$ cat src/i2c_mes_pkg.sv
// ----------------------------------------------------------------------------
// i2c_mes_pkg
// Shared types, codes and ring helpers for the two-wire bus event sequencer.
// ----------------------------------------------------------------------------
package i2c_mes_pkg;

  localparam int unsigned TX_DEPTH = 16;
  localparam int unsigned RX_DEPTH = 16;
  localparam int unsigned TX_AW    = $clog2(TX_DEPTH);
  localparam int unsigned RX_AW    = $clog2(RX_DEPTH);

  localparam logic [7:0] HOLDOFF_RESET = 8'd250;
  localparam logic [7:0] STATUS_MASK   = 8'hF8;

  // Item kinds
  typedef enum logic [1:0] {
    MODE_ENQ    = 2'd0,
    MODE_STATUS = 2'd1,
    MODE_TICK   = 2'd2,
    MODE_POP    = 2'd3
  } mode_e;

  // Control actions returned with each result
  typedef enum logic [2:0] {
    ACT_NONE       = 3'd0,
    ACT_SEND       = 3'd1,
    ACT_ACK        = 3'd2,
    ACT_STOP       = 3'd3,
    ACT_RECOVER    = 3'd4,
    ACT_START      = 3'd5,
    ACT_START_STOP = 3'd6
  } action_e;

  // Configuration register indexes
  localparam logic CFG_GC_BIT  = 1'b0;
  localparam logic CFG_HOLDOFF = 1'b1;

  // Bus controller status codes, low three bits masked
  localparam logic [7:0] ST_BUS_ERR   = 8'h00;
  localparam logic [7:0] ST_START     = 8'h08;
  localparam logic [7:0] ST_RSTART    = 8'h10;
  localparam logic [7:0] ST_SLAW_ACK  = 8'h18;
  localparam logic [7:0] ST_SLAW_NACK = 8'h20;
  localparam logic [7:0] ST_TXD_ACK   = 8'h28;
  localparam logic [7:0] ST_TXD_NACK  = 8'h30;
  localparam logic [7:0] ST_ARB_LOST  = 8'h38;
  localparam logic [7:0] ST_SLAR_ACK  = 8'h40;
  localparam logic [7:0] ST_SLAR_NACK = 8'h48;
  localparam logic [7:0] ST_RXD_LAST  = 8'h50;
  localparam logic [7:0] ST_RXD_NACK  = 8'h58;
  localparam logic [7:0] ST_SR_SLA    = 8'h60;
  localparam logic [7:0] ST_SR_ARB    = 8'h68;
  localparam logic [7:0] ST_SR_GC     = 8'h70;
  localparam logic [7:0] ST_SR_GCARB  = 8'h78;
  localparam logic [7:0] ST_SR_DATA   = 8'h80;
  localparam logic [7:0] ST_SR_DLAST  = 8'h88;
  localparam logic [7:0] ST_SR_GDATA  = 8'h90;
  localparam logic [7:0] ST_SR_GLAST  = 8'h98;
  localparam logic [7:0] ST_SR_STOP   = 8'hA0;

  // Controller states
  typedef enum logic [1:0] {
    ST_IDLE = 2'b01,
    ST_EXEC = 2'b10
  } state_e;

  typedef struct packed {
    logic load;  // take the input transfer into the item register
    logic exec;  // execute the held item and load the result register
  } cmd_t;

  typedef struct packed {
    logic out_free;  // result register empty or being taken
  } status_t;

  function automatic logic [TX_AW-1:0] tx_next(input logic [TX_AW-1:0] i);
    tx_next = (i == TX_AW'(TX_DEPTH - 1)) ? '0 : i + TX_AW'(1);
  endfunction

  function automatic logic [RX_AW-1:0] rx_next(input logic [RX_AW-1:0] i);
    rx_next = (i == RX_AW'(RX_DEPTH - 1)) ? '0 : i + RX_AW'(1);
  endfunction

endpackage

$ cat src/i2c_mes_ctrl.sv
// ----------------------------------------------------------------------------
// i2c_mes_ctrl
// Item sequencing: take an item, then execute it once the result slot is free.
// ----------------------------------------------------------------------------
module i2c_mes_ctrl (
  input  logic                  clk_i,
  input  logic                  rst_ni,
  input  logic                  in_valid_i,
  output logic                  in_ready_o,
  input  i2c_mes_pkg::status_t  status_i,
  output i2c_mes_pkg::cmd_t     cmd_o
);

  i2c_mes_pkg::state_e state_q, state_d;

  always_comb begin
    state_d     = state_q;
    in_ready_o  = 1'b0;
    cmd_o.load  = 1'b0;
    cmd_o.exec  = 1'b0;
    case (state_q)
      i2c_mes_pkg::ST_IDLE: begin
        in_ready_o = 1'b1;
        if (in_valid_i) begin
          cmd_o.load = 1'b1;
          state_d    = i2c_mes_pkg::ST_EXEC;
        end
      end
      i2c_mes_pkg::ST_EXEC: begin
        if (status_i.out_free) begin
          cmd_o.exec = 1'b1;
          state_d    = i2c_mes_pkg::ST_IDLE;
        end
      end
      default: state_d = i2c_mes_pkg::ST_IDLE;
    endcase
  end

  always_ff @(posedge clk_i or negedge rst_ni) begin
    if (!rst_ni) begin
      state_q <= i2c_mes_pkg::ST_IDLE;
    end else begin
      state_q <= state_d;
    end
  end

endmodule

$ cat src/i2c_mes_dp.sv
// ----------------------------------------------------------------------------
// i2c_mes_dp
// Rings, sequencer state, status decode and the result register.
// ----------------------------------------------------------------------------
module i2c_mes_dp (
  input  logic                 clk_i,
  input  logic                 rst_ni,
  input  i2c_mes_pkg::cmd_t    cmd_i,
  output i2c_mes_pkg::status_t status_o,
  input  logic [31:0]          in_data_i,
  input  logic [1:0]           in_user_i,
  input  logic                 cfg_we_i,
  input  logic                 cfg_index_i,
  input  logic [7:0]           cfg_data_i,
  output logic                 out_valid_o,
  input  logic                 out_ready_i,
  output logic [23:0]          out_data_o
);

  localparam int unsigned TAW = i2c_mes_pkg::TX_AW;
  localparam int unsigned RAW = i2c_mes_pkg::RX_AW;

  // Item register
  logic [1:0] mode_q;
  logic [6:0] addr_q;
  logic [7:0] wbyte_q, st_q, bdata_q;

  // Configuration
  logic       gc_bit_q;
  logic [7:0] holdoff_cfg_q;

  // Stores
  logic [6:0] tx_addr_mem [i2c_mes_pkg::TX_DEPTH];
  logic [7:0] tx_data_mem [i2c_mes_pkg::TX_DEPTH];
  logic [7:0] rx_mem      [i2c_mes_pkg::RX_DEPTH];

  logic [TAW-1:0] tx_head_q, tx_head_d, tx_tail_q, tx_tail_d;
  logic [RAW-1:0] rx_head_q, rx_head_d, rx_tail_q, rx_tail_d;
  logic [6:0]     latched_q, latched_d;
  logic           busy_q, busy_d;
  logic [7:0]     holdoff_q, holdoff_d;

  logic           out_valid_q;
  logic [23:0]    out_data_q;

  // Execute-cycle signals
  logic [TAW-1:0]        tx_t, tx_h;
  logic [RAW-1:0]        rx_t;
  logic                  tx_ne;
  logic                  tx_we, rx_we;
  logic [7:0]            st_m;
  i2c_mes_pkg::action_e  act;
  logic [7:0]            txb, rxb;
  logic                  rxv, drop;

  assign status_o.out_free = !out_valid_q || out_ready_i;

  always_comb begin
    tx_t      = i2c_mes_pkg::tx_next(tx_tail_q);
    tx_h      = i2c_mes_pkg::tx_next(tx_head_q);
    rx_t      = i2c_mes_pkg::rx_next(rx_tail_q);
    tx_ne     = (tx_head_q != tx_tail_q);
    st_m      = st_q & i2c_mes_pkg::STATUS_MASK;
    tx_head_d = tx_head_q;
    tx_tail_d = tx_tail_q;
    rx_head_d = rx_head_q;
    rx_tail_d = rx_tail_q;
    latched_d = latched_q;
    busy_d    = busy_q;
    holdoff_d = holdoff_q;
    tx_we     = 1'b0;
    rx_we     = 1'b0;
    act       = i2c_mes_pkg::ACT_NONE;
    txb       = 8'd0;
    rxb       = 8'd0;
    rxv       = 1'b0;
    drop      = 1'b0;

    case (i2c_mes_pkg::mode_e'(mode_q))
      i2c_mes_pkg::MODE_ENQ: begin
        if (tx_h != tx_tail_q) begin
          tx_we     = 1'b1;
          tx_head_d = tx_h;
        end else begin
          drop = 1'b1;
        end
      end
      i2c_mes_pkg::MODE_STATUS: begin
        busy_d = 1'b1;
        case (st_m)
          i2c_mes_pkg::ST_START, i2c_mes_pkg::ST_RSTART: begin
            if (tx_ne) begin
              latched_d = tx_addr_mem[tx_t];
              txb       = {tx_addr_mem[tx_t], 1'b0} + {7'd0, gc_bit_q};
              act       = i2c_mes_pkg::ACT_SEND;
            end else begin
              busy_d = 1'b0;
              act    = i2c_mes_pkg::ACT_STOP;
            end
          end
          i2c_mes_pkg::ST_SLAW_ACK, i2c_mes_pkg::ST_TXD_ACK: begin
            // data follows only while the queued pair targets the latched address
            if (tx_ne && (tx_addr_mem[tx_t] == latched_q)) begin
              tx_tail_d = tx_t;
              txb       = tx_data_mem[tx_t];
              act       = i2c_mes_pkg::ACT_SEND;
            end else begin
              busy_d = 1'b0;
              act    = i2c_mes_pkg::ACT_STOP;
            end
          end
          i2c_mes_pkg::ST_TXD_NACK, i2c_mes_pkg::ST_RXD_NACK,
          i2c_mes_pkg::ST_BUS_ERR: begin
            busy_d = 1'b0;
            act    = i2c_mes_pkg::ACT_STOP;
          end
          i2c_mes_pkg::ST_SLAR_ACK, i2c_mes_pkg::ST_SR_SLA, i2c_mes_pkg::ST_SR_ARB,
          i2c_mes_pkg::ST_SR_GC, i2c_mes_pkg::ST_SR_GCARB: begin
            act = i2c_mes_pkg::ACT_ACK;
          end
          i2c_mes_pkg::ST_SLAR_NACK: begin
            busy_d = 1'b0;
            act    = i2c_mes_pkg::ACT_START_STOP;
          end
          i2c_mes_pkg::ST_SR_DATA, i2c_mes_pkg::ST_SR_GDATA: begin
            rx_we     = 1'b1;
            rx_head_d = i2c_mes_pkg::rx_next(rx_head_q);
            act       = i2c_mes_pkg::ACT_ACK;
          end
          i2c_mes_pkg::ST_RXD_LAST, i2c_mes_pkg::ST_SR_DLAST,
          i2c_mes_pkg::ST_SR_GLAST: begin
            rx_we     = 1'b1;
            rx_head_d = i2c_mes_pkg::rx_next(rx_head_q);
            busy_d    = 1'b0;
            act       = i2c_mes_pkg::ACT_ACK;
          end
          i2c_mes_pkg::ST_SR_STOP: begin
            busy_d = 1'b0;
            act    = i2c_mes_pkg::ACT_ACK;
          end
          default: begin
            // NACK after write address, arbitration loss and unknown codes
            holdoff_d = holdoff_cfg_q;
            busy_d    = 1'b0;
            act       = i2c_mes_pkg::ACT_RECOVER;
          end
        endcase
      end
      i2c_mes_pkg::MODE_TICK: begin
        if (holdoff_q == 8'd0) begin
          if (!busy_q && tx_ne) act = i2c_mes_pkg::ACT_START;
        end else if (holdoff_q == 8'd1) begin
          act       = i2c_mes_pkg::ACT_START_STOP;
          holdoff_d = 8'd0;
        end else begin
          holdoff_d = holdoff_q - 8'd1;
        end
      end
      i2c_mes_pkg::MODE_POP: begin
        if (rx_head_q != rx_tail_q) begin
          rx_tail_d = rx_t;
          rxb       = rx_mem[rx_t];
          rxv       = 1'b1;
        end
      end
      default: ;
    endcase
  end

  // Item register, stores: no reset
  always_ff @(posedge clk_i) begin
    if (cmd_i.load) begin
      addr_q  <= in_data_i[6:0];
      wbyte_q <= in_data_i[14:7];
      st_q    <= in_data_i[22:15];
      bdata_q <= in_data_i[30:23];
      mode_q  <= in_user_i;
    end
    if (cmd_i.exec && tx_we) begin
      tx_addr_mem[tx_h] <= addr_q;
      tx_data_mem[tx_h] <= wbyte_q;
    end
    if (cmd_i.exec && rx_we) begin
      rx_mem[rx_head_d] <= bdata_q;
    end
    if (cmd_i.exec) begin
      out_data_q <= {2'b00, drop, busy_d, rxb, rxv, txb, act};
    end
  end

  always_ff @(posedge clk_i or negedge rst_ni) begin
    if (!rst_ni) begin
      gc_bit_q      <= 1'b0;
      holdoff_cfg_q <= i2c_mes_pkg::HOLDOFF_RESET;
      tx_head_q     <= '0;
      tx_tail_q     <= '0;
      rx_head_q     <= '0;
      rx_tail_q     <= '0;
      latched_q     <= 7'd0;
      busy_q        <= 1'b0;
      holdoff_q     <= 8'd0;
      out_valid_q   <= 1'b0;
    end else begin
      if (cfg_we_i) begin
        case (cfg_index_i)
          i2c_mes_pkg::CFG_GC_BIT:  gc_bit_q      <= cfg_data_i[0];
          i2c_mes_pkg::CFG_HOLDOFF: holdoff_cfg_q <= cfg_data_i;
          default: ;
        endcase
      end
      if (cmd_i.exec) begin
        tx_head_q <= tx_head_d;
        tx_tail_q <= tx_tail_d;
        rx_head_q <= rx_head_d;
        rx_tail_q <= rx_tail_d;
        latched_q <= latched_d;
        busy_q    <= busy_d;
        holdoff_q <= holdoff_d;
      end
      if (cmd_i.exec) begin
        out_valid_q <= 1'b1;
      end else if (out_ready_i) begin
        out_valid_q <= 1'b0;
      end
    end
  end

  assign out_valid_o = out_valid_q;
  assign out_data_o  = out_data_q;

endmodule

$ cat src/i2c_master_event_sequencer_core.sv
// ----------------------------------------------------------------------------
// i2c_master_event_sequencer_core
// Two-wire bus master event sequencer: transmit and receive rings, status
// decode to control actions and error hold-off.
// ----------------------------------------------------------------------------
// The controller takes each item into the item register in the idle state and
// executes it against the ring and sequencer state in a single update in the
// execute state. The execute step waits while the previous result still sits
// unread in the result register; no new item is taken until the current one has
// executed. Exactly one result is returned per item. Configuration writes are
// taken at any time and must only be issued while the block is idle.
module i2c_master_event_sequencer_core (
  input  logic        clk_i,
  input  logic        rst_ni,
  input  logic        s_axis_tvalid,
  output logic        s_axis_tready,
  // [6:0] slave_addr, [14:7] write_byte, [22:15] bus_status, [30:23] bus_data
  input  logic [31:0] s_axis_tdata,
  // [1:0] mode
  input  logic [1:0]  s_axis_tuser,
  output logic        m_axis_tvalid,
  input  logic        m_axis_tready,
  // [2:0] action, [10:3] tx_byte, [11] rx_valid, [19:12] rx_byte,
  // [20] busy_res, [21] dropped
  output logic [23:0] m_axis_tdata,
  input  logic        cfg_valid_i,
  output logic        cfg_ready_o,
  input  logic        cfg_index_i,
  input  logic [7:0]  cfg_data_i
);

  i2c_mes_pkg::cmd_t    cmd;
  i2c_mes_pkg::status_t status;

  assign cfg_ready_o = 1'b1;

  i2c_mes_ctrl u_ctrl (
    .clk_i      (clk_i),
    .rst_ni     (rst_ni),
    .in_valid_i (s_axis_tvalid),
    .in_ready_o (s_axis_tready),
    .status_i   (status),
    .cmd_o      (cmd)
  );

  i2c_mes_dp u_dp (
    .clk_i       (clk_i),
    .rst_ni      (rst_ni),
    .cmd_i       (cmd),
    .status_o    (status),
    .in_data_i   (s_axis_tdata),
    .in_user_i   (s_axis_tuser),
    .cfg_we_i    (cfg_valid_i && cfg_ready_o),
    .cfg_index_i (cfg_index_i),
    .cfg_data_i  (cfg_data_i),
    .out_valid_o (m_axis_tvalid),
    .out_ready_i (m_axis_tready),
    .out_data_o  (m_axis_tdata)
  );

  // An accepted item is executed before the next one is taken
  a_one_in_flight: assert property (@(posedge clk_i) disable iff (!rst_ni)
    (s_axis_tvalid && s_axis_tready) |=> !s_axis_tready)
    else $error("item taken while another is pending");

  // Execution never overwrites a result that is still waiting
  a_no_overwrite: assert property (@(posedge clk_i) disable iff (!rst_ni)
    cmd.exec |-> (!m_axis_tvalid || m_axis_tready))
    else $error("result register overwritten");

  // A dropped enqueue or a popped byte never comes with a bus action
  a_quiet_action: assert property (@(posedge clk_i) disable iff (!rst_ni)
    (m_axis_tvalid && (m_axis_tdata[21] || m_axis_tdata[11]))
      |-> (m_axis_tdata[2:0] == i2c_mes_pkg::ACT_NONE))
    else $error("action reported with enqueue or pop result");

endmodule

$ cat config.mk
export PLATFORM = sky130hd
export DESIGN_NAME = i2c_master_event_sequencer_core
export DESIGN_NICKNAME = d
export VERILOG_FILES = /design/src/i2c_mes_pkg.sv /design/src/i2c_mes_ctrl.sv /design/src/i2c_mes_dp.sv /design/src/i2c_master_event_sequencer_core.sv
export SDC_FILE = /design/constraint.sdc
export NUM_CORES = 1
export LEC_CHECK = 0
export ABC_CLOCK_PERIOD_IN_PS = 11300
export BUFFER_PORTS_ARGS = -buffer_cell sky130_fd_sc_hd__buf_2
export CAP_MARGIN = 20
export CORE_MARGIN = 2
export CORE_UTILIZATION = 60
export DETAILED_ROUTE_END_ITERATION = 12
export HOLD_SLACK_MARGIN = 0.12
export PLACE_DENSITY = 0.85
export SKIP_LAST_GASP = 1
export SYNTH_ARGS = -nofsm -noshare
export SYNTH_HDL_FRONTEND = slang
export SYNTH_HIERARCHICAL = 1
export SYNTH_SLANG_ARGS = --single-unit
$ cat constraint.sdc
create_clock -name clk_i -period 11.3 [get_ports clk_i]
set_clock_uncertainty 0.2 [all_clocks]
set_input_delay 2.26 -clock clk_i [delete_from_list [all_inputs] [get_ports clk_i]]
set_output_delay 2.26 -clock clk_i [all_outputs]
set_load 0.02 [all_outputs]
After elaboration in Yosys (flattened, before gate mapping)
Memory sizes are Yosys's and may differ from the RTL's. A register that Yosys moved wholly into a read port is not among the register bits.
Index checks and enable logic that the tools add are counted.

storage, ports and cells
  latch bits = 0
  memories = 3
  memory bits (read-only) = 0
  input port bits = 48
  RAM bits = 368
  register bits after elaboration = 91
  logic and storage cells = 139

cells by class
  reduce and logical (&&, ||, !) cells = 29
  order comparisons = 0
  multiplexer cells = 44
  add/sub/neg operators = 6
  div/mod/pow operators = 0
  equality and inequality tests = 36
  $mul = 0
  bitwise gates (word level) = 1
  shift-type cells = 0

memories
  name              words  width  read ports  clocked after Yosys merged registers in  wr ports  RTL line          text
  u_dp.rx_mem       16     8      1           1                                        1         i2c_mes_dp.sv:35  logic [7:0] rx_mem [i2c_mes_pkg::RX_DEPTH];
  u_dp.tx_data_mem  16     8      1           0                                        1         i2c_mes_dp.sv:34  logic [7:0] tx_data_mem [i2c_mes_pkg::TX_DEPTH];
  u_dp.tx_addr_mem  16     7      1           0                                        1         i2c_mes_dp.sv:33  logic [6:0] tx_addr_mem [i2c_mes_pkg::TX_DEPTH];

operators by type and width
  cell                                               count
  == test 5 x 4 -> 1 bit (second input constant)     8
  2-to-1 mux 8 bit                                   5
  case mux 8 bit (2 select lines)                    2
  == test 5 bit (second input constant)              5
  2-to-1 mux 4 bit                                   6
  2-to-1 mux 1 bit                                   20
  OR reduction 19 bit                                1
  adder 4 x 1 -> 4 bit (second input constant)       4
  == test 4 bit (second input constant)              4
  zero test 8 bit                                    2
  case mux 3 bit (5 select lines)                    1
  != test 4 bit                                      3
  AND reduction 4 bit                                3
  OR reduction 11 bit                                1
  == test 5 x 2 -> 1 bit (second input constant)     2
  == test 5 x 3 -> 1 bit (second input constant)     2
  2-to-1 mux 3 bit                                   3
  adder 8 x 1 -> 8 bit                               1
  == test 8 x 1 -> 1 bit (second input constant)     1
  2-to-1 mux 2 bit                                   4
  != test 2 bit (second input constant)              4
  AND reduction 2 bit                                4
  subtractor 8 x 1 -> 8 bit (second input constant)  1
  == test 7 bit                                      1
  other kinds (17)                                   28

Longest topological paths before layout
Gate-level depths: netlist of run 1.

  depth after elaboration = 8
  gate-level depth with buffers = 14
  gate-level depth less buffers = 10

By module
The synthesis of run 1 kept the hierarchy.

by module, submodules not included
  module                           area each (µm²)  instances  sequential area each (µm²)  cells each
  i2c_mes_dp                       19277.2          1          13670.6                     1156
  i2c_mes_ctrl                     91.3             1          51.3                        8
  i2c_master_event_sequencer_core  11.3             1          0.0                         2

Worst setup path after synthesis of run 1
Ideal clock, no wire load.

  path type = input -> register
  from = input port m_axis_tready
  to = memory u_dp.tx_addr_mem[10][0], enable pin
  path slack = 6.444 ns
  data arrival time = 4.284 ns
  cell stages on the path = 7
  required time = 10.728 ns
  cell sequence = nand2b_1 -> and3b_1 -> nand2_1 -> nor2_1 -> nand2_1 -> nor2_1 -> and2_1

RTL lines
  what                RTL line                               text
  start: declaration  i2c_master_event_sequencer_core.sv:22  input logic m_axis_tready,
  end: declaration    i2c_mes_dp.sv:33

Worst setup path after layout of run 1
  from = register u_dp.tx_tail_q[1]
  to = register u_dp.out_data_q[6], in the netlist u_dp/out_data_o[6] (data pin)

on the way
  word-level cells in the longest chain between the ends = 7
  elaborated cells between the ends (all ways) = 12
  classes of those cells = 2 x add/sub; 3 x eq/ne; 4 x mux; 1 x reduce/logical; 2 x memory

ends and longest elaborated chain
  what                                                                          RTL line           text
  start: declaration                                                            i2c_mes_dp.sv:37   logic [TAW-1:0] tx_head_q, tx_head_d, tx_tail_q, tx_tail_d;
  start signal: assignment                                                      i2c_mes_dp.sv:213  tx_tail_q <= tx_tail_d;
  adder 4 x 1 -> 4 bit or == test 4 bit (tied branches)                         i2c_mes_pkg.sv:77  tx_next = (i == TX_AW'(TX_DEPTH - 1)) ? '0 : i + TX_AW'(1);
  2-to-1 mux 4 bit (*)                                                          i2c_mes_pkg.sv:77
  named net u_dp.tx_t[1]                                                        i2c_mes_dp.sv:47   logic [TAW-1:0] tx_t, tx_h;
  parallel branches: the longest is 4 deep, another holds adder 8 x 1 -> 8 bit  --
  case mux 8 bit (2 select lines) (*)                                           i2c_mes_dp.sv:90   case (st_m)
  end signal: assignment                                                        i2c_mes_dp.sv:187  out_data_q <= {2'b00, drop, busy_d, rxb, rxv, txb, act};
  end: declaration                                                              i2c_mes_dp.sv:44   logic [23:0] out_data_q;

Mark *: on every way through the listed nets, which the timed path passes.
A chain may end at the register's enable or synchronous reset.

==> run metrics, run 1 <==
library cells used by synthesis 80; Mapped Avg Cell Area between 15 and 20 um2; initial drt markers 1105; Detailed Place HPWL 24.33 mm; Final setup viols 0; Yosys warnings 6; Final period util between 40% and 50%; Peak VDD IR 0.1499 mV; P&R area growth vs syn 11.36%; post-synthesis cell area between 15000 and 20000 um2; DIE HEIGHT about 180 um; Clk pwr share a little over a third; CTS resizes 0; power share of the combinational group between 10% and 20%; Least-Margin Pin Slew 1196 ps; CP Data Arrival Time about 5500 ps; fin area around 22000 um2; CTS Hold Bufs 0; r2r startpoint u_dp/tx_tail_q[1]; First-pass DRT Iterations 6; Setup CP Type register to register; CP Launch Type register; Leak between 0.007 and 0.008 uW; Final ANT Viol Nets 0; Placed Instance Area 20070 um2; die width roughly 180 um; initial antenna violation count 0; Power Dens Cells 188.0 nW/um2; Final Wtd Congestion between 0.8 and 0.9; fmax 189.7 MHz; CTS tree yes; Primary FF master, synth edfxtp_1; Final Max Tran Viols 0; worst skew pair latency about 550 ps; crit-path max FO between 80 and 90; Via density between 6 and 7; post-route setup TNS 0 ps; most common cell after layout, fill and taps aside edfxtp_1; Post-synth EDFFs 420; Async S/R FF share, synth a little under a tenth; pin count of the biggest net entering global routing between 80 and 90; Die ar. 33750 um2; final hold viol count 0; CP required around 11000 ps; status finished, final reports clean; Worst-path clk slew ~60 ps; min-delay worst type register to register; most frequent cells in the layout edfxtp_1, nand2_1, mux4_2, buf_2, clkbuf_16; WL/cell 25.32 um; Crit. Startpoint u_dp/tx_tail_q[1]; Setup crit end u_dp/out_data_o[6]; starting density of the core between 60% and 70%; Clk Tree Root Cell clkbuf_16; vias in the first global route approximately 11000; RSZ-0062 raised after global routing no; cts bufs inserted 47; register area share after synthesis 70.81%; RR Endpoint u_dp/out_data_o[6]; CP Capture Type register; Remaining DRCs 0; Core ar. roughly 32000 um2; total power between 4000 and 5000 uW; FP Rows 65; Ports 75; Final nets 1296; port bufs 67; # H-tree levels 2; first-pass GRT wire length 64.62 mm; vias ~11000; count of state elements after synthesis ~460; Congestion Overflow GR 0; Sequential Power Share between 50% and 60%; fraction of layout cells with a size suffix above 1 21.66%; Routed WL approximately 42 mm; clk buf depth 3; sw frac between 20% and 30%; max-cap viol count 0; CTS Sinks roughly 460; Post-CTS Setup Bufs 0; reg2reg path depth 10; GRT Total Usage between 20% and 30%; NetSw a little over 1000 uW; post-route insts no fill ~1700; fin crit period ~5300 ps; Pint between 3000 and 4000 uW; Antenna diodes 0; Cells after Synth about 1200; relative slew slack roughly a fifth; DP Cell Count 1584; Reg2Reg Setup Slack 6030 ps
worst max-delay path, cell delays in order (launching register included):
cell and delay (ps):
dfrtp_1 450, ha_2 350, buf_4 750, inv_1 680, a221o_1 450, a32oi_1 490, nor3_1 130, or4_1 520
nor4_1 400, and4_1 490, o2bb2ai_1 190
how the worst min path moves through the flow:
stage / endpoint / start / depth (start not counted) / slack [ps]
finish: u_ctrl/state_q[0] / u_ctrl/state_q[1] / 1 / 280
CTS: u_ctrl/state_q[0] / u_ctrl/state_q[1] / 1 / 290
detailed placement: u_ctrl/state_q[0] / u_ctrl/state_q[1] / 1 / 280
global placement: u_ctrl/state_q[0] / u_ctrl/state_q[1] / 1 / 250
floorplan: u_ctrl/state_q[0] / u_ctrl/state_q[1] / 1 / 240
global route: u_ctrl/state_q[0] / u_ctrl/state_q[1] / 1 / 310
metrics by stage:
step	hold WS [ps]	util (%)	setup WS, ps
2_1_floorplan	238.2	-	6444
6_report	283.3	68.04	6030
5_1_grt	312.8	68.04	5890
3_3_place_gp	253.5	63.27	6059
3_5_place_dp	281.4	63.27	5872
4_1_cts	287.6	67.81	6156
routing by layer:
metal | global-route usage [%] | up-vias | share of wire, %
met5 | 0 | - | 0
met1 | 33.65 | 5516 | 38
met4 | 9.024 | 0 | 3.0
met2 | 44.33 | 547 | 52
li1 | - | 4741 | -
met3 | 4.299 | 106 | 7.3
kinds of logic after synthesis:
family          after synthesis  synth area share [%]
compound gates              176                 6.495
xor+xnor                     29                 1.311
fa+ha+maj                    14                0.9039
buf+inv                      89                 1.956
flops                       464                 70.81
mux                         118                 11.27
other cells                   2               0.03875
simple gates                274                 7.218
power groups by stage:
stage | Sequential (uW) | Combinational [uW] | Clock (uW)
2_1_floorplan | 2030 | 426 | 0
3_3_place_gp | 2060 | 543 | 0
3_5_place_dp | 2060 | 559 | 0
4_1_cts | 2030 | 566 | 1490
5_1_grt | 2040 | 619 | 1550
6_report | 2030 | 563 | 1460
sequential cells by signal (all words and copies together), names as in the netlist:
signal,flops
u_dp/out_valid_o,1
u_dp/wbyte_q,8
u_dp/st_q,5
u_dp/rx_tail_q,4
u_dp/holdoff_cfg_q,8
u_dp/mode_q,2
u_dp/tx_addr_mem,112
u_dp/tx_tail_q,4
u_dp/holdoff_q,8
u_dp/rx_mem,128
u_ctrl/state_q,2
u_dp/tx_data_mem,128
u_dp/bdata_q,8
u_dp/out_data_o,22
u_dp/latched_q,7
u_dp/addr_q,7
u_dp/gc_bit_q,1
u_dp/tx_head_q,4
u_dp/busy_q,1
u_dp/rx_head_q,4
cells in the mapped netlist, drive strengths merged, types with 9 or more instances:
library cell	count	share of area (%)
xnor2	15	0.68
and2	26	0.85
a211oi	9	0.37
mux4	77	9.0
dfrtp	37	4.8
a21oi	32	0.83
inv	24	0.46
nor2	40	0.77
nor3	27	0.70
ha	14	0.90
o22ai	9	0.29
clkbuf	40	0.77
nand2b	9	0.29
mux2i	21	1.1
nand2	93	1.8
xor2	14	0.63
a31oi	11	0.39
o21ai	32	0.83
edfxtp	420	65
mux2	20	1.2
buf	25	0.72
nand3	25	0.67
a22o	10	0.45
area by class of cell:
class	count	area, um2
Multi-Input combinational cell	614	5319
Sequential cell	464	13720
Fill cell	2016	10140
Clock buffer	52	1195
Timing Repair Buffer	83	508.0
Inverter	24	90.09
Clock inverter	28	245.2
Tap cell	402	503.0
(Power assumes the default switching activity.)
==> run 2: changes to the inputs <==
--- a/config.mk
+++ b/config.mk
@@ -5,14 +5,14 @@
 export SDC_FILE = /design/constraint.sdc
 export NUM_CORES = 1
 export LEC_CHECK = 0
-export ABC_CLOCK_PERIOD_IN_PS = 11300
+export ABC_CLOCK_PERIOD_IN_PS = 4370
 export BUFFER_PORTS_ARGS = -buffer_cell sky130_fd_sc_hd__buf_2
 export CAP_MARGIN = 20
 export CORE_MARGIN = 2
-export CORE_UTILIZATION = 60
+export CORE_UTILIZATION = 56
 export DETAILED_ROUTE_END_ITERATION = 12
 export HOLD_SLACK_MARGIN = 0.12
-export PLACE_DENSITY = 0.85
+export PLACE_DENSITY = 0.83
 export SKIP_LAST_GASP = 1
 export SYNTH_ARGS = -nofsm -noshare
 export SYNTH_HDL_FRONTEND = slang
==> constraint.sdc (replaced) <==
create_clock -name clk_i -period 4.37 [get_ports clk_i]
set_clock_uncertainty 0.2 [all_clocks]
set_input_delay 0.874 -clock clk_i [delete_from_list [all_inputs] [get_ports clk_i]]
set_output_delay 0.874 -clock clk_i [all_outputs]
set_load 0.02 [all_outputs]
==> run 2 against run 1 <==
  * Count of clock-buffer cells in the layout up 6
  * Worst hold slack better by 7.6 ps
  * Utilization decreased by 4.6 points
  * Highest routed layer unchanged
==> run metrics, run 2 (synthesis results as in run 1) <==
status finished, final reports clean; clk buf depth 3 (unchanged); power share of the combinational group 14.0% (about the same); Sequential Power Share 50.6% (+0.5 points); P&R area growth vs syn 12.32%; CP required 4600 ps (-6890 ps); Setup CP Type register to register; most common cell after layout, fill and taps aside edfxtp_1; First-pass DRT Iterations 6 (unchanged); CP top delay family compound AO/OA/AOI/OAI gates; Post-CTS Setup Bufs 0 (unchanged); CP Cell Sequence ha_2, a31oi_4, buf_4, mux2i_1, a2111oi_0, a211oi_2, xnor2_1, nand4b_4, nor4_2, and2_4, mux2_4; Worst Path Buf+Inv 1 (-1); RSZ-0062 raised after global routing no; Clk Tree Root Cell clkbuf_16; Congestion Overflow GR 0 (unchanged); Worst-path clk slew 60 ps (about the same); Ports 75 (unchanged); pin count of the biggest net entering global routing 45 (-46%); Routed WL 43.63 mm (+3.4%); sw frac 25.56% (+0.66 points); CP max stage delay 570 ps (-180 ps); fin crit period 4101 ps (-1169 ps); initial drt markers 1274 (+15%); fraction of layout cells with a size suffix above 1 23.47% (+1.8 points); Final Max Tran Viols 0 (unchanged); Largest regs u_dp/rx_mem: 128 flops, u_dp/tx_data_mem: 128 flops, u_dp/tx_addr_mem: 112 flops; WL/cell 24.93 um (-1.6%); first-pass GRT wire length 66.76 mm (+3.3%); DIE HEIGHT 190.0 um (+3.4%); Peak VDD IR 0.3414 mV (+130%); post-route setup TNS 0 ps (unchanged); CTS tree yes; port bufs 67 (unchanged); Final Wtd Congestion 0.8434 (+1.1%); vias in the first global route 11180 (+1.1%); Final period util 93.84% (+47 points); CP Data Arrival Time 4330 ps (-1130 ps); final hold viol count 0 (unchanged); Pint 7727 uW (+150%); Detailed Place HPWL 26.36 mm (+8.4%); crit-path max FO 24 (-71%); Final nets 1320 (+1.9%); worst skew pair latency 560 ps (about the same); NetSw 2653 uW (+160%); GRT Total Usage 24.80% (-0.97 points); FP Rows 68 (+4.6%); CP Capture Type register; # H-tree levels 2 (unchanged); most frequent cells in the layout edfxtp_1, nand2_1, mux4_2, buf_2, clkbuf_16; max-cap viol count 0 (unchanged); Clk pwr share 35.4% (-0.7 points); die width 190.0 um (+3.4%); vias 11080 (+1.6%); CP Launch Type register; initial antenna violation count 0 (unchanged); cts bufs inserted 46 (-2.1%); CTS Sinks 464 (unchanged); Least-Margin Pin Slew 1144 ps (-51.70 ps); fillers 2305 (+14%); Power Dens Cells 476.8 nW/um2 (+150%); Die ar. 36110 um2 (+7.0%); Via density 6.333 (-3.2%); Antenna diodes 0 (unchanged); min-delay worst type input port to register; WHS 290.9 ps (+7.618 ps); Critical-path top delay cell a2111oi_0; relative slew slack 23.74% (+3.4 points); Final setup viols 0 (unchanged); Core ar. 34290 um2 (+8.1%); Leak 0.007510 uW (+1.2%); Final ANT Viol Nets 0 (unchanged); fmax 243.9 MHz (+29%); starting density of the core 56.52% (-4.6 points); Remaining DRCs 0 (unchanged)
## run 2: layer usage
metal / vias to the layer above / wire length, um / global-route usage (%)
met5: - / 0 / 0
met4: 0 / 1763 / 10.17
met3: 126 / 3382 / 3.929
met2: 624 / 21570 / 41.28
met1: 5555 / 16920 / 33.04
li1: 4778 / - / -
## run 2: cell type report
class	count	area, um2	share of cell area [%]
clock buffers	58	1216	5.587
clock inverters	27	183.9	0.8449
inverters	24	90.09	0.4138
multi-input cells	614	5329	24.48
flip-flops and latches	464	13720	63.04
well taps	455	569.3	2.615
repair buffers	108	658.1	3.023
## run 2: worst paths after layout
| kind | from | endpoint | slack, ps | cells after the start |
|---|---|---|---|---|
| max in group asynchronous | rst_ni | u_dp/holdoff_cfg_q[1] | 2770 | 3 |
| min in group asynchronous | rst_ni | u_dp/holdoff_cfg_q[2] | 610 | 2 |
| max reg2reg | u_dp/tx_tail_q[1] | u_dp/tx_tail_q[3] | 270 | 11 |
| max | u_dp/tx_tail_q[1] | u_dp/tx_tail_q[3] | 270 | 11 |
| min | s_axis_tdata[28] | u_dp/bdata_q[5] | 290 | 1 |
| min reg2reg | u_ctrl/state_q[1] | u_ctrl/state_q[0] | 300 | 1 |
## run 2: stage by stage
stage / utilization (%) / total power [uW] / cells / cell area, um2 / setup slack [ps]
after floorplan: - / 6358 / 1167 / 19380 / 701.1
after global placement: 59.27 / 6715 / 1662 / 20320 / 482.7
after detailed placement: 59.29 / 6782 / 1663 / 20330 / 337.2
after CTS: 63.37 / 10440 / 1748 / 21730 / 273.7
after global routing: 63.49 / 10760 / 1750 / 21770 / 77.29
final: 63.49 / 10380 / 1750 / 21770 / 269.2
## run 2: timing repair
action / CTS / global route
setup endpoints to repair: 0 / 10
hold buffers: 0 / 1
hold endpoints to repair: 0 / 12
resized for setup: 0 / 2
## run 2: power by group through the flow
stage | logic (uW) | registers (uW) | clock network [uW]
final | 1460 | 5250 | 3670
after global routing | 1600 | 5280 | 3880
after CTS | 1460 | 5250 | 3730
after detailed placement | 1450 | 5340 | 0
after global placement | 1400 | 5320 | 0
after floorplan | 1100 | 5260 | 0
